$ cat src/hdl/sorted_array_priority_queue_top_assert.svh
// Assertion macros for the priority queue.
`ifndef SORTED_ARRAY_PRIORITY_QUEUE_TOP_ASSERT_SVH
`define SORTED_ARRAY_PRIORITY_QUEUE_TOP_ASSERT_SVH

// Checked while out of reset.
`define SAPRQ_ASSERT(label, prop, msg) \
  label: assert property (@(posedge clk_i) disable iff (!rst_ni) prop) else $error(msg);

// Checked at every edge, reset included.
`define SAPRQ_ASSERT_ALWAYS(label, prop, msg) \
  label: assert property (@(posedge clk_i) prop) else $error(msg);

`endif

$ cat src/hdl/saprq_pkg.sv
package saprq_pkg;

  localparam int unsigned DEPTH      = 16;
  localparam int unsigned CNT_W      = $clog2(DEPTH + 1);
  localparam int unsigned VAL_W      = 32;
  localparam int unsigned OCC_W      = 5;
  localparam int unsigned STATUS_W   = 2;
  localparam int unsigned OUT_DATA_W = 40;
  localparam int unsigned OUT_PAD_W  = OUT_DATA_W - VAL_W - OCC_W;

  typedef enum logic [STATUS_W-1:0] {
    ST_OK        = 2'd0,
    ST_OVERFLOW  = 2'd1,
    ST_UNDERFLOW = 2'd2
  } status_e;

  typedef enum logic {
    MODE_INSERT = 1'b0,
    MODE_REMOVE = 1'b1
  } mode_e;

  // Broadcast to every cell.
  typedef struct packed {
    logic             load;
    logic             insert;
    logic [VAL_W-1:0] value;
  } cmd_t;

  // Handed from a cell to its neighbours.
  typedef struct packed {
    logic             keep;
    logic [VAL_W-1:0] value;
  } link_t;

endpackage

$ cat src/hdl/sorted_array_priority_queue_top.sv
// Channel  Dir  tdata                                   tuser
// s_axis   in   [31:0] value                            [0] mode
// m_axis   out  [31:0] removed_value, [36:32] occupancy [1:0] status
//
// One word per cycle is taken while s_axis_tready is high; its result appears
// in the output register on the next cycle. The compare-and-shift across the
// cell row is combinational. Reset clears the fill count and the output valid;
// cell contents are left as they are.
// s_axis_tready is low only while a result waits and m_axis_tready is low.
`include "sorted_array_priority_queue_top_assert.svh"

module sorted_array_priority_queue_top
  import saprq_pkg::*;
(
  input  logic                  clk_i,
  input  logic                  rst_ni,
  input  logic                  s_axis_tvalid,
  output logic                  s_axis_tready,
  input  logic [VAL_W-1:0]      s_axis_tdata,   // [31:0] value
  input  logic                  s_axis_tuser,   // [0] mode
  output logic                  m_axis_tvalid,
  input  logic                  m_axis_tready,
  output logic [OUT_DATA_W-1:0] m_axis_tdata,   // [31:0] removed_value, [36:32] occupancy
  output logic [STATUS_W-1:0]   m_axis_tuser    // [1:0] status
);

  logic [CNT_W-1:0] cnt_q, cnt_d;
  logic             out_valid_q, out_valid_d;
  status_e          status_q, status_d;
  logic [VAL_W-1:0] removed_q, removed_d;
  logic [OCC_W-1:0] occ_q;

  logic  accept, full, empty, is_insert;
  cmd_t  cmd;
  link_t links [DEPTH];
  link_t front;

  assign s_axis_tready = !out_valid_q || m_axis_tready;
  assign accept        = s_axis_tvalid && s_axis_tready;
  assign is_insert     = (s_axis_tuser == MODE_INSERT);
  assign full          = (cnt_q == CNT_W'(DEPTH));
  assign empty         = (cnt_q == '0);

  assign cmd.load   = accept && (is_insert ? !full : !empty);
  assign cmd.insert = is_insert;
  assign cmd.value  = s_axis_tdata;

  assign front.keep  = 1'b1;
  assign front.value = '0;

  for (genvar i = 0; i < DEPTH; i++) begin : g_cell
    link_t            prev;
    logic [VAL_W-1:0] next_value;
    if (i == 0) begin : g_first
      assign prev = front;
    end else begin : g_mid
      assign prev = links[i-1];
    end
    if (i == DEPTH - 1) begin : g_last
      assign next_value = links[i].value;
    end else begin : g_inner
      assign next_value = links[i+1].value;
    end
    saprq_cell u_cell (
      .clk_i        (clk_i),
      .cmd_i        (cmd),
      .occupied_i   (CNT_W'(i) < cnt_q),
      .prev_i       (prev),
      .next_value_i (next_value),
      .link_o       (links[i])
    );
  end

  always_comb begin
    cnt_d     = cnt_q;
    status_d  = ST_OK;
    removed_d = '0;
    if (is_insert) begin
      if (full) begin
        status_d = ST_OVERFLOW;
      end else begin
        cnt_d = cnt_q + CNT_W'(1);
      end
    end else begin
      if (empty) begin
        status_d = ST_UNDERFLOW;
      end else begin
        cnt_d     = cnt_q - CNT_W'(1);
        removed_d = links[0].value;
      end
    end
  end

  always_comb begin
    out_valid_d = out_valid_q;
    if (accept) begin
      out_valid_d = 1'b1;
    end else if (m_axis_tready) begin
      out_valid_d = 1'b0;
    end
  end

  always_ff @(posedge clk_i or negedge rst_ni) begin
    if (!rst_ni) begin
      cnt_q       <= '0;
      out_valid_q <= 1'b0;
    end else begin
      out_valid_q <= out_valid_d;
      if (accept) begin
        cnt_q <= cnt_d;
      end
    end
  end

  always_ff @(posedge clk_i) begin
    if (accept) begin
      status_q  <= status_d;
      removed_q <= removed_d;
      occ_q     <= OCC_W'(cnt_d);
    end
  end

  assign m_axis_tvalid = out_valid_q;
  assign m_axis_tdata  = {{OUT_PAD_W{1'b0}}, occ_q, removed_q};
  assign m_axis_tuser  = status_q;

  `SAPRQ_ASSERT_ALWAYS(a_cnt_bound, cnt_q <= CNT_W'(DEPTH), "fill count beyond depth")
  `SAPRQ_ASSERT(a_result_follows, accept |=> m_axis_tvalid, "accepted word gave no result")
  `SAPRQ_ASSERT(a_overflow,
      accept && is_insert && full |=> status_q == ST_OVERFLOW && $stable(cnt_q),
      "full insert not refused")
  `SAPRQ_ASSERT(a_remove_dec,
      accept && !is_insert && !empty |=> cnt_q == $past(cnt_q) - CNT_W'(1),
      "remove did not shrink count")
  `SAPRQ_ASSERT(a_front_order,
      cnt_q >= CNT_W'(2) |-> $signed(links[0].value) >= $signed(links[1].value),
      "front cells out of order")

endmodule

$ cat src/hdl/saprq_cell.sv
module saprq_cell
  import saprq_pkg::*;
(
  input  logic             clk_i,
  input  cmd_t             cmd_i,
  input  logic             occupied_i,
  input  link_t            prev_i,
  input  logic [VAL_W-1:0] next_value_i,
  output link_t            link_o
);

  logic [VAL_W-1:0] value_q, value_d;
  logic             keep;

  // On insert, an occupied cell's stored value stays put when it is >= the new one (signed).
  assign keep = occupied_i && !($signed(cmd_i.value) > $signed(value_q));

  always_comb begin
    value_d = value_q;
    if (cmd_i.load) begin
      if (cmd_i.insert) begin
        if (!keep) begin
          value_d = prev_i.keep ? cmd_i.value : prev_i.value;
        end
      end else begin
        value_d = next_value_i;
      end
    end
  end

  always_ff @(posedge clk_i) begin
    value_q <= value_d;
  end

  assign link_o.keep  = keep;
  assign link_o.value = value_q;

endmodule
$ cat config.mk
export PLATFORM = sky130hd
export DESIGN_NAME = sorted_array_priority_queue_top
export DESIGN_NICKNAME = d
export VERILOG_FILES = /design/src/hdl/saprq_pkg.sv /design/src/hdl/sorted_array_priority_queue_top.sv /design/src/hdl/saprq_cell.sv
export VERILOG_INCLUDE_DIRS = /design/src /design/src/hdl
export SDC_FILE = /design/constraint.sdc
export NUM_CORES = 2
export LEC_CHECK = 0
export ABC_CLOCK_PERIOD_IN_PS = 7200
export BUFFER_PORTS_ARGS = -buffer_cell sky130_fd_sc_hd__buf_4
export CAP_MARGIN = 0
export CELL_PAD_IN_SITES_DETAIL_PLACEMENT = 1
export CELL_PAD_IN_SITES_GLOBAL_PLACEMENT = 2
export CORE_AREA = 4 4 297 299
export DETAILED_ROUTE_END_ITERATION = 7
export DIE_AREA = 0 0 301 303
export HOLD_SLACK_MARGIN = 0.05
export PLACE_DENSITY_LB_ADDON = 0.15
export SYNTH_ARGS = -nofsm -noshare
export SYNTH_HDL_FRONTEND = slang
export SYNTH_SLANG_ARGS = --single-unit
$ cat constraint.sdc
create_clock -name clk_i -period 7.2 [get_ports clk_i]
set_clock_uncertainty 0.2 [all_clocks]
set_input_delay 0.72 -clock clk_i [delete_from_list [all_inputs] [get_ports clk_i]]
set_output_delay 0.72 -clock clk_i [all_outputs]
set_load 0.005 [all_outputs]
# Word level (Yosys, flattened, before mapping)
# Cells that the tools add are included.
# classes
addsub,2
n_lt_le_gt_ge,32
eq_ne,16
n_mux,54
n_bitwise,2
reduce_logical,57
# op_table
op,count
32-bit two-way mux,45
32-bit > comparator,16
4-bit by 5-bit less-than comparator with 1-bit output (first input constant),8
2-bit != test (second input constant),15
2-bit AND reduction,15
3-bit by 5-bit less-than comparator with 1-bit output (first input constant),4
1-bit zero test,19
1-bit logical AND,18
5-bit two-way mux,3
1-bit by 5-bit less-than comparator with 1-bit output (first input constant),2
2-bit by 5-bit less-than comparator with 1-bit output (first input constant),2
5-bit by 1-bit adder with 5-bit output (second input constant),1
5-bit equality test (second input constant),1
5-bit zero test,1
5-bit by 1-bit subtractor with 5-bit output (second input constant),1
1-bit two-way mux,4
2-bit two-way mux,2
3-bit AND reduction,1
1-bit inverter,2
2-bit nonzero test,1
2-bit OR reduction,1
1-bit logical OR,1
# word_totals
reg_bits,557
input_bits,37
out_inout_bits,44

# Logic depth before layout (Yosys ltp)
# depth
ltp_word,6
mapped_depth,11
ltp_nobuf,9

# Modules after synthesis
# A second synthesis with hierarchy kept.
# hier_totals
hier_cells,4294
hier_area_um2,41253.3
# modules_own_cells
module,instances,cells_per_inst,area_each_um2,seq_area_each_um2
saprq_cell at g_cell[0].u_cell ...,15,257,2444.8,960.9
saprq_cell at g_cell[15].u_cell,1,260,2456.1,960.9
sorted_array_priority_queue_top,1,179,2124.5,1321.3

# Worst setup path before layout
# OpenSTA, ideal clock, no wires.
# synth_path
kind,input-to-reg
start,input s_axis_tdata[0]
end,register g_cell[11].u_cell.value_q[0] (enable)
setup_time_ns,0.470
arrival_ns,4.658
t_required_ns,6.530
slack_ns,1.872
cell_stages,8
path_buffers,1
path_cell_list,inv_1 > ha_1 > and4_1 > nand3_1 > nor3b_1 > a211oi_4 > buf_2 > a21boi_0
# synth_via
elab_chain_len,5
# synth_lines
item,line,source
"start, declared",sorted_array_priority_queue_top.sv:19,"input logic [VAL_W-1:0] s_axis_tdata,"
32-bit > comparator,saprq_cell.sv:16,assign keep = occupied_i && !($signed(cmd_i.value) > $signed(value_q));
1-bit zero test,saprq_cell.sv:16,
1-bit logical AND,saprq_cell.sv:16,
2-bit != test (no source line),--,
2-bit AND reduction (no source line),--,
"end signal, assigned",saprq_cell.sv:32,value_q <= value_d;
"end, declared",saprq_cell.sv:12,"logic [VAL_W-1:0] value_q, value_d;"
# Every way passes these cells.
# A chain may end at the register's enable or synchronous reset.

# Worst setup path in the final report
# layout_path
start,register g_cell[4].u_cell.value_q[27]
end,register g_cell[4].u_cell.value_q[12] (enable)
# layout_via
elab_chain_len,5
# layout_lines
item,line
"start, declared",saprq_cell.sv:12
"start signal, assigned",saprq_cell.sv:32
32-bit > comparator,saprq_cell.sv:16
1-bit zero test,saprq_cell.sv:16
1-bit logical AND,saprq_cell.sv:16
2-bit != test (no source line),--
2-bit AND reduction (no source line),--
# Every way passes these cells.

==> metrics.md <==
| Metric | Value |
|---|---|
| I/O pin total | `81` |
| Post-synthesis cell area | `39100 sq um` |
| Total die area | `slightly above 90000 sq um` |
| Worst Setup Start Kind | `flip-flop` |
| Layout cells sized above 1 | `0.0724` |
| Clock Pin Slew Worst Setup and Hold Paths | `50 ps` |
| Drt first-iter violations | `3279` |
| Final setup fails | `0` |
| LEAKAGE | `17.3 nW` |
| Chip height | `303 um` |
| Buffers on Ports | `77` |
| Vias in the first global route | `33300` |
| Hold Violations, Final | `0` |
| Mapped Cells | `3807` |
| Via density | `6.53` |
| Synthesized area per cell | `a little over 10 sq um` |
| Initial antenna violation count | `0` |
| Per-cell routed wire length | `roughly 27 um` |
| Ranking of synthesized cells by area | `edfxtp_1 (42%), ha_1 (16%), o221ai_1 (5.6%)` |
| Hold buffers post-CTS | `1` |
| Most common cell in the synthesized netlist | `edfxtp_1` |
| CP Class | `flip-flop to flip-flop` |
| RePlAce Congestion | `0.878` |
| Pin count of the biggest net entering global routing | `192` |
| Synth area leader | `edfxtp_1` |
| Arrival time at the worst endpoint | `4700 ps` |
| CTS root buf | `clkbuf_16` |
| Vias | `between 30000 and 40000` |
| TritonRoute pass-1 iters | `5` |
| Worst Tran Pin Value | `1180 ps` |
| TritonCTS Sinks | `557` |
| CTS tree | `yes` |
| GRT overflow | `0` |
| Final net count | `4326` |
| Starting Density | `0.459` |
| Seq/Total Area, Yosys | `0.427` |
| Crit-path max FO | `33` |
| Final wirelength | `132000 um` |
| Hold WC Path Type | `input pin to flip-flop` |
| Core area | `around 85000 sq um` |
| Max cap viols | `0` |
| Rel. slew slack | `0.216` |
| Ys Warns | `0` |
| Max-slew violations | `0` |
| Final Cycle Share | `0.648` |
| Synth cell count leaders | `edfxtp_1 (551), inv_1 (518), ha_1 (515)` |
| Distinct cells, synth | `66` |
| Post-CTS sizing | `0` |
| Antenna viol nets, final | `0` |
| Async set or reset register ratio after synthesis | `0.0108` |
| RSZ-0062 raised after global routing | `false` |
| Diode count | `0` |
| CTS Buf Count | `70` |
| Worst EP required | `7230 ps` |
| Synth Register Bits | `approximately 560` |
| F_max | `0.214 GHz` |
| Worst setup EP type | `flip-flop` |
| Post-CTS setup buffer count | `0` |
| # H-tree levels | `3` |
| Fin area | `42900 sq um` |
| Yosys top cell area share | `0.423` |
| Total GRT Usage | `0.284` |
| Die width | `301 um` |
| FP Rows | `107` |
| Maximum VDD drop | `0.253 mV` |
| First-pass GRT wire length | `202000 um` |
| DRC | `0` |
| Top FF cell, synth | `edfxtp_1` |
| Setup_tns | `0 ps` |
| Post-synth EDFFs | `roughly 550` |
| Synth-to-Final Area Change | `9.66%` |
| Deepest clock path buffer count | `3` |
| DP Area | `40700 sq um` |
| Pwr dens | `335 nW/um^2` |
| Status | `finished clean` |
| Dpl hpwl | `99700 um` |
| Post-layout min period | `4670 ps` |
| Worst-skew pair later-pin latency | `620 ps` |
[layout make-up]
type	count	area, sq um
Fill cell	9261	42300
Clock buffer	95	1930
Tap cell	1144	1430
Sequential cell	557	16700
Timing Repair Buffer	114	891
Inverter	519	1960
Clock inverter	31	245
Multi-Input combinational cell	2512	19700
[through the flow]
stage / hold WS, ps / setup slack (ps) / total power [mW] / utilization / instances
floorplan: 224 / 1870 / 9.05 / - / 3809
global placement: 318 / 2180 / 10.5 / 0.478 / 4845
detailed placement: 351 / 2020 / 10.9 / 0.478 / 4845
CTS: 70.5 / 2510 / 14.4 / 0.503 / 4972
global route: 97.1 / 2300 / 15.2 / 0.503 / 4972
finish: 108 / 2530 / 14.4 / 0.503 / 4972
[path summary, 6_finish.rpt]
kind                                                         from                                endpoint  slack, ps  cells past startpoint
min                                                 s_axis_tvalid               m_axis_tvalid$_DFFE_PN0P_        110                      2
min in group asynchronous                                  rst_ni               m_axis_tvalid$_DFFE_PN0P_        300                      2
min reg2reg                             m_axis_tvalid$_DFFE_PN0P_               m_axis_tvalid$_DFFE_PN0P_        360                      2
max in group asynchronous                                  rst_ni                    cnt_q[2]$_DFFE_PN0P_       6340                      2
max                        g_cell[4].u_cell.value_q[27]$_DFFE_PP_  g_cell[4].u_cell.value_q[12]$_DFFE_PP_       2530                      9
max reg2reg                g_cell[4].u_cell.value_q[27]$_DFFE_PP_  g_cell[4].u_cell.value_q[12]$_DFFE_PP_       2530                      9
[metal layers]
metal  GRT usage  up-vias  part of all wire
met2       0.464     1168              0.46
met3      0.0297      182             0.060
met4      0.0856        0             0.029
met1       0.402    16400              0.45
met5           0        -                 0
li1            -    14700                 -
[logic make-up after synthesis]
kind of cell | after synthesis | share of synthesized area
DFF | 557 | 0.427
AOI/OAI and AO/OA | 996 | 0.196
muxes | 47 | 0.0132
other | 1 | 0.0000960
xor gates and xnor gates | 4 | 0.000897
buffers and inverters | 740 | 0.0732
adders and majority gates | 515 | 0.165
and+or+nand+nor | 947 | 0.125
[sequential cells by signal (all words and copies together), names as in the netlist]
| signal | count |
|---|---|
| m_axis_tvalid | 1 |
| removed_q | 32 |
| occ_q | 5 |
| g_cell.u_cell.value_q | 512 |
| cnt_q | 5 |
| m_axis_tuser | 2 |
[placed cells by master (no fill, tap or decap), drive strengths merged, types with 4 or more instances in the layout]
| master | Yosys | final |
|---|---|---|
| o21ai | 102 | 102 |
| o221ai | 248 | 248 |
| a21boi | 13 | 13 |
| nor2b | 49 | 49 |
| buf | 63 | 113 |
| mux2 | 36 | 36 |
| mux2i | 11 | 11 |
| and4 | 7 | 7 |
| and3 | 6 | 6 |
| a2bb2oi | 10 | 10 |
| o41ai | 5 | 5 |
| nand2b | 13 | 13 |
| nor2 | 50 | 50 |
| a21o | 20 | 20 |
| clkbuf | 158 | 95 |
| o211a | 4 | 4 |
| nor3 | 203 | 203 |
| nand3 | 255 | 255 |
| or3 | 21 | 21 |
| a221o | 190 | 190 |
| nor4 | 32 | 32 |
| o32a | 6 | 6 |
| o2bb2ai | 15 | 15 |
| and2 | 32 | 32 |
| nand4 | 114 | 114 |
| a21oi | 236 | 236 |
| clkinv | 0 | 25 |
| dfrtp | 6 | 6 |
| o211ai | 51 | 51 |
| a211oi | 24 | 24 |
| edfxtp | 551 | 551 |
| o21a | 37 | 37 |
| a211o | 9 | 9 |
| inv | 519 | 523 |
| nor3b | 8 | 8 |
| nand2 | 152 | 152 |
| ha | 515 | 515 |
[worst max-delay path, stage by stage, from the launching register on]
cell and delay [ps]:
edfxtp_1 400, inv_1 80, ha_1 330, nand4_1 230, nor4_1 750, nand2b_1 220
o41ai_1 130, o211ai_4 750, buf_4 450, o21a_2 720
[report_power, final]
part           total (mW)  internal (mW)  switching, mW  leakage, nW
clock                3.43           1.96           1.47         1.06
combinational        5.74           1.96           3.78         10.9
sequential           5.19           4.71          0.476         5.32
Note: power is estimated with default switching activity, not from simulation.
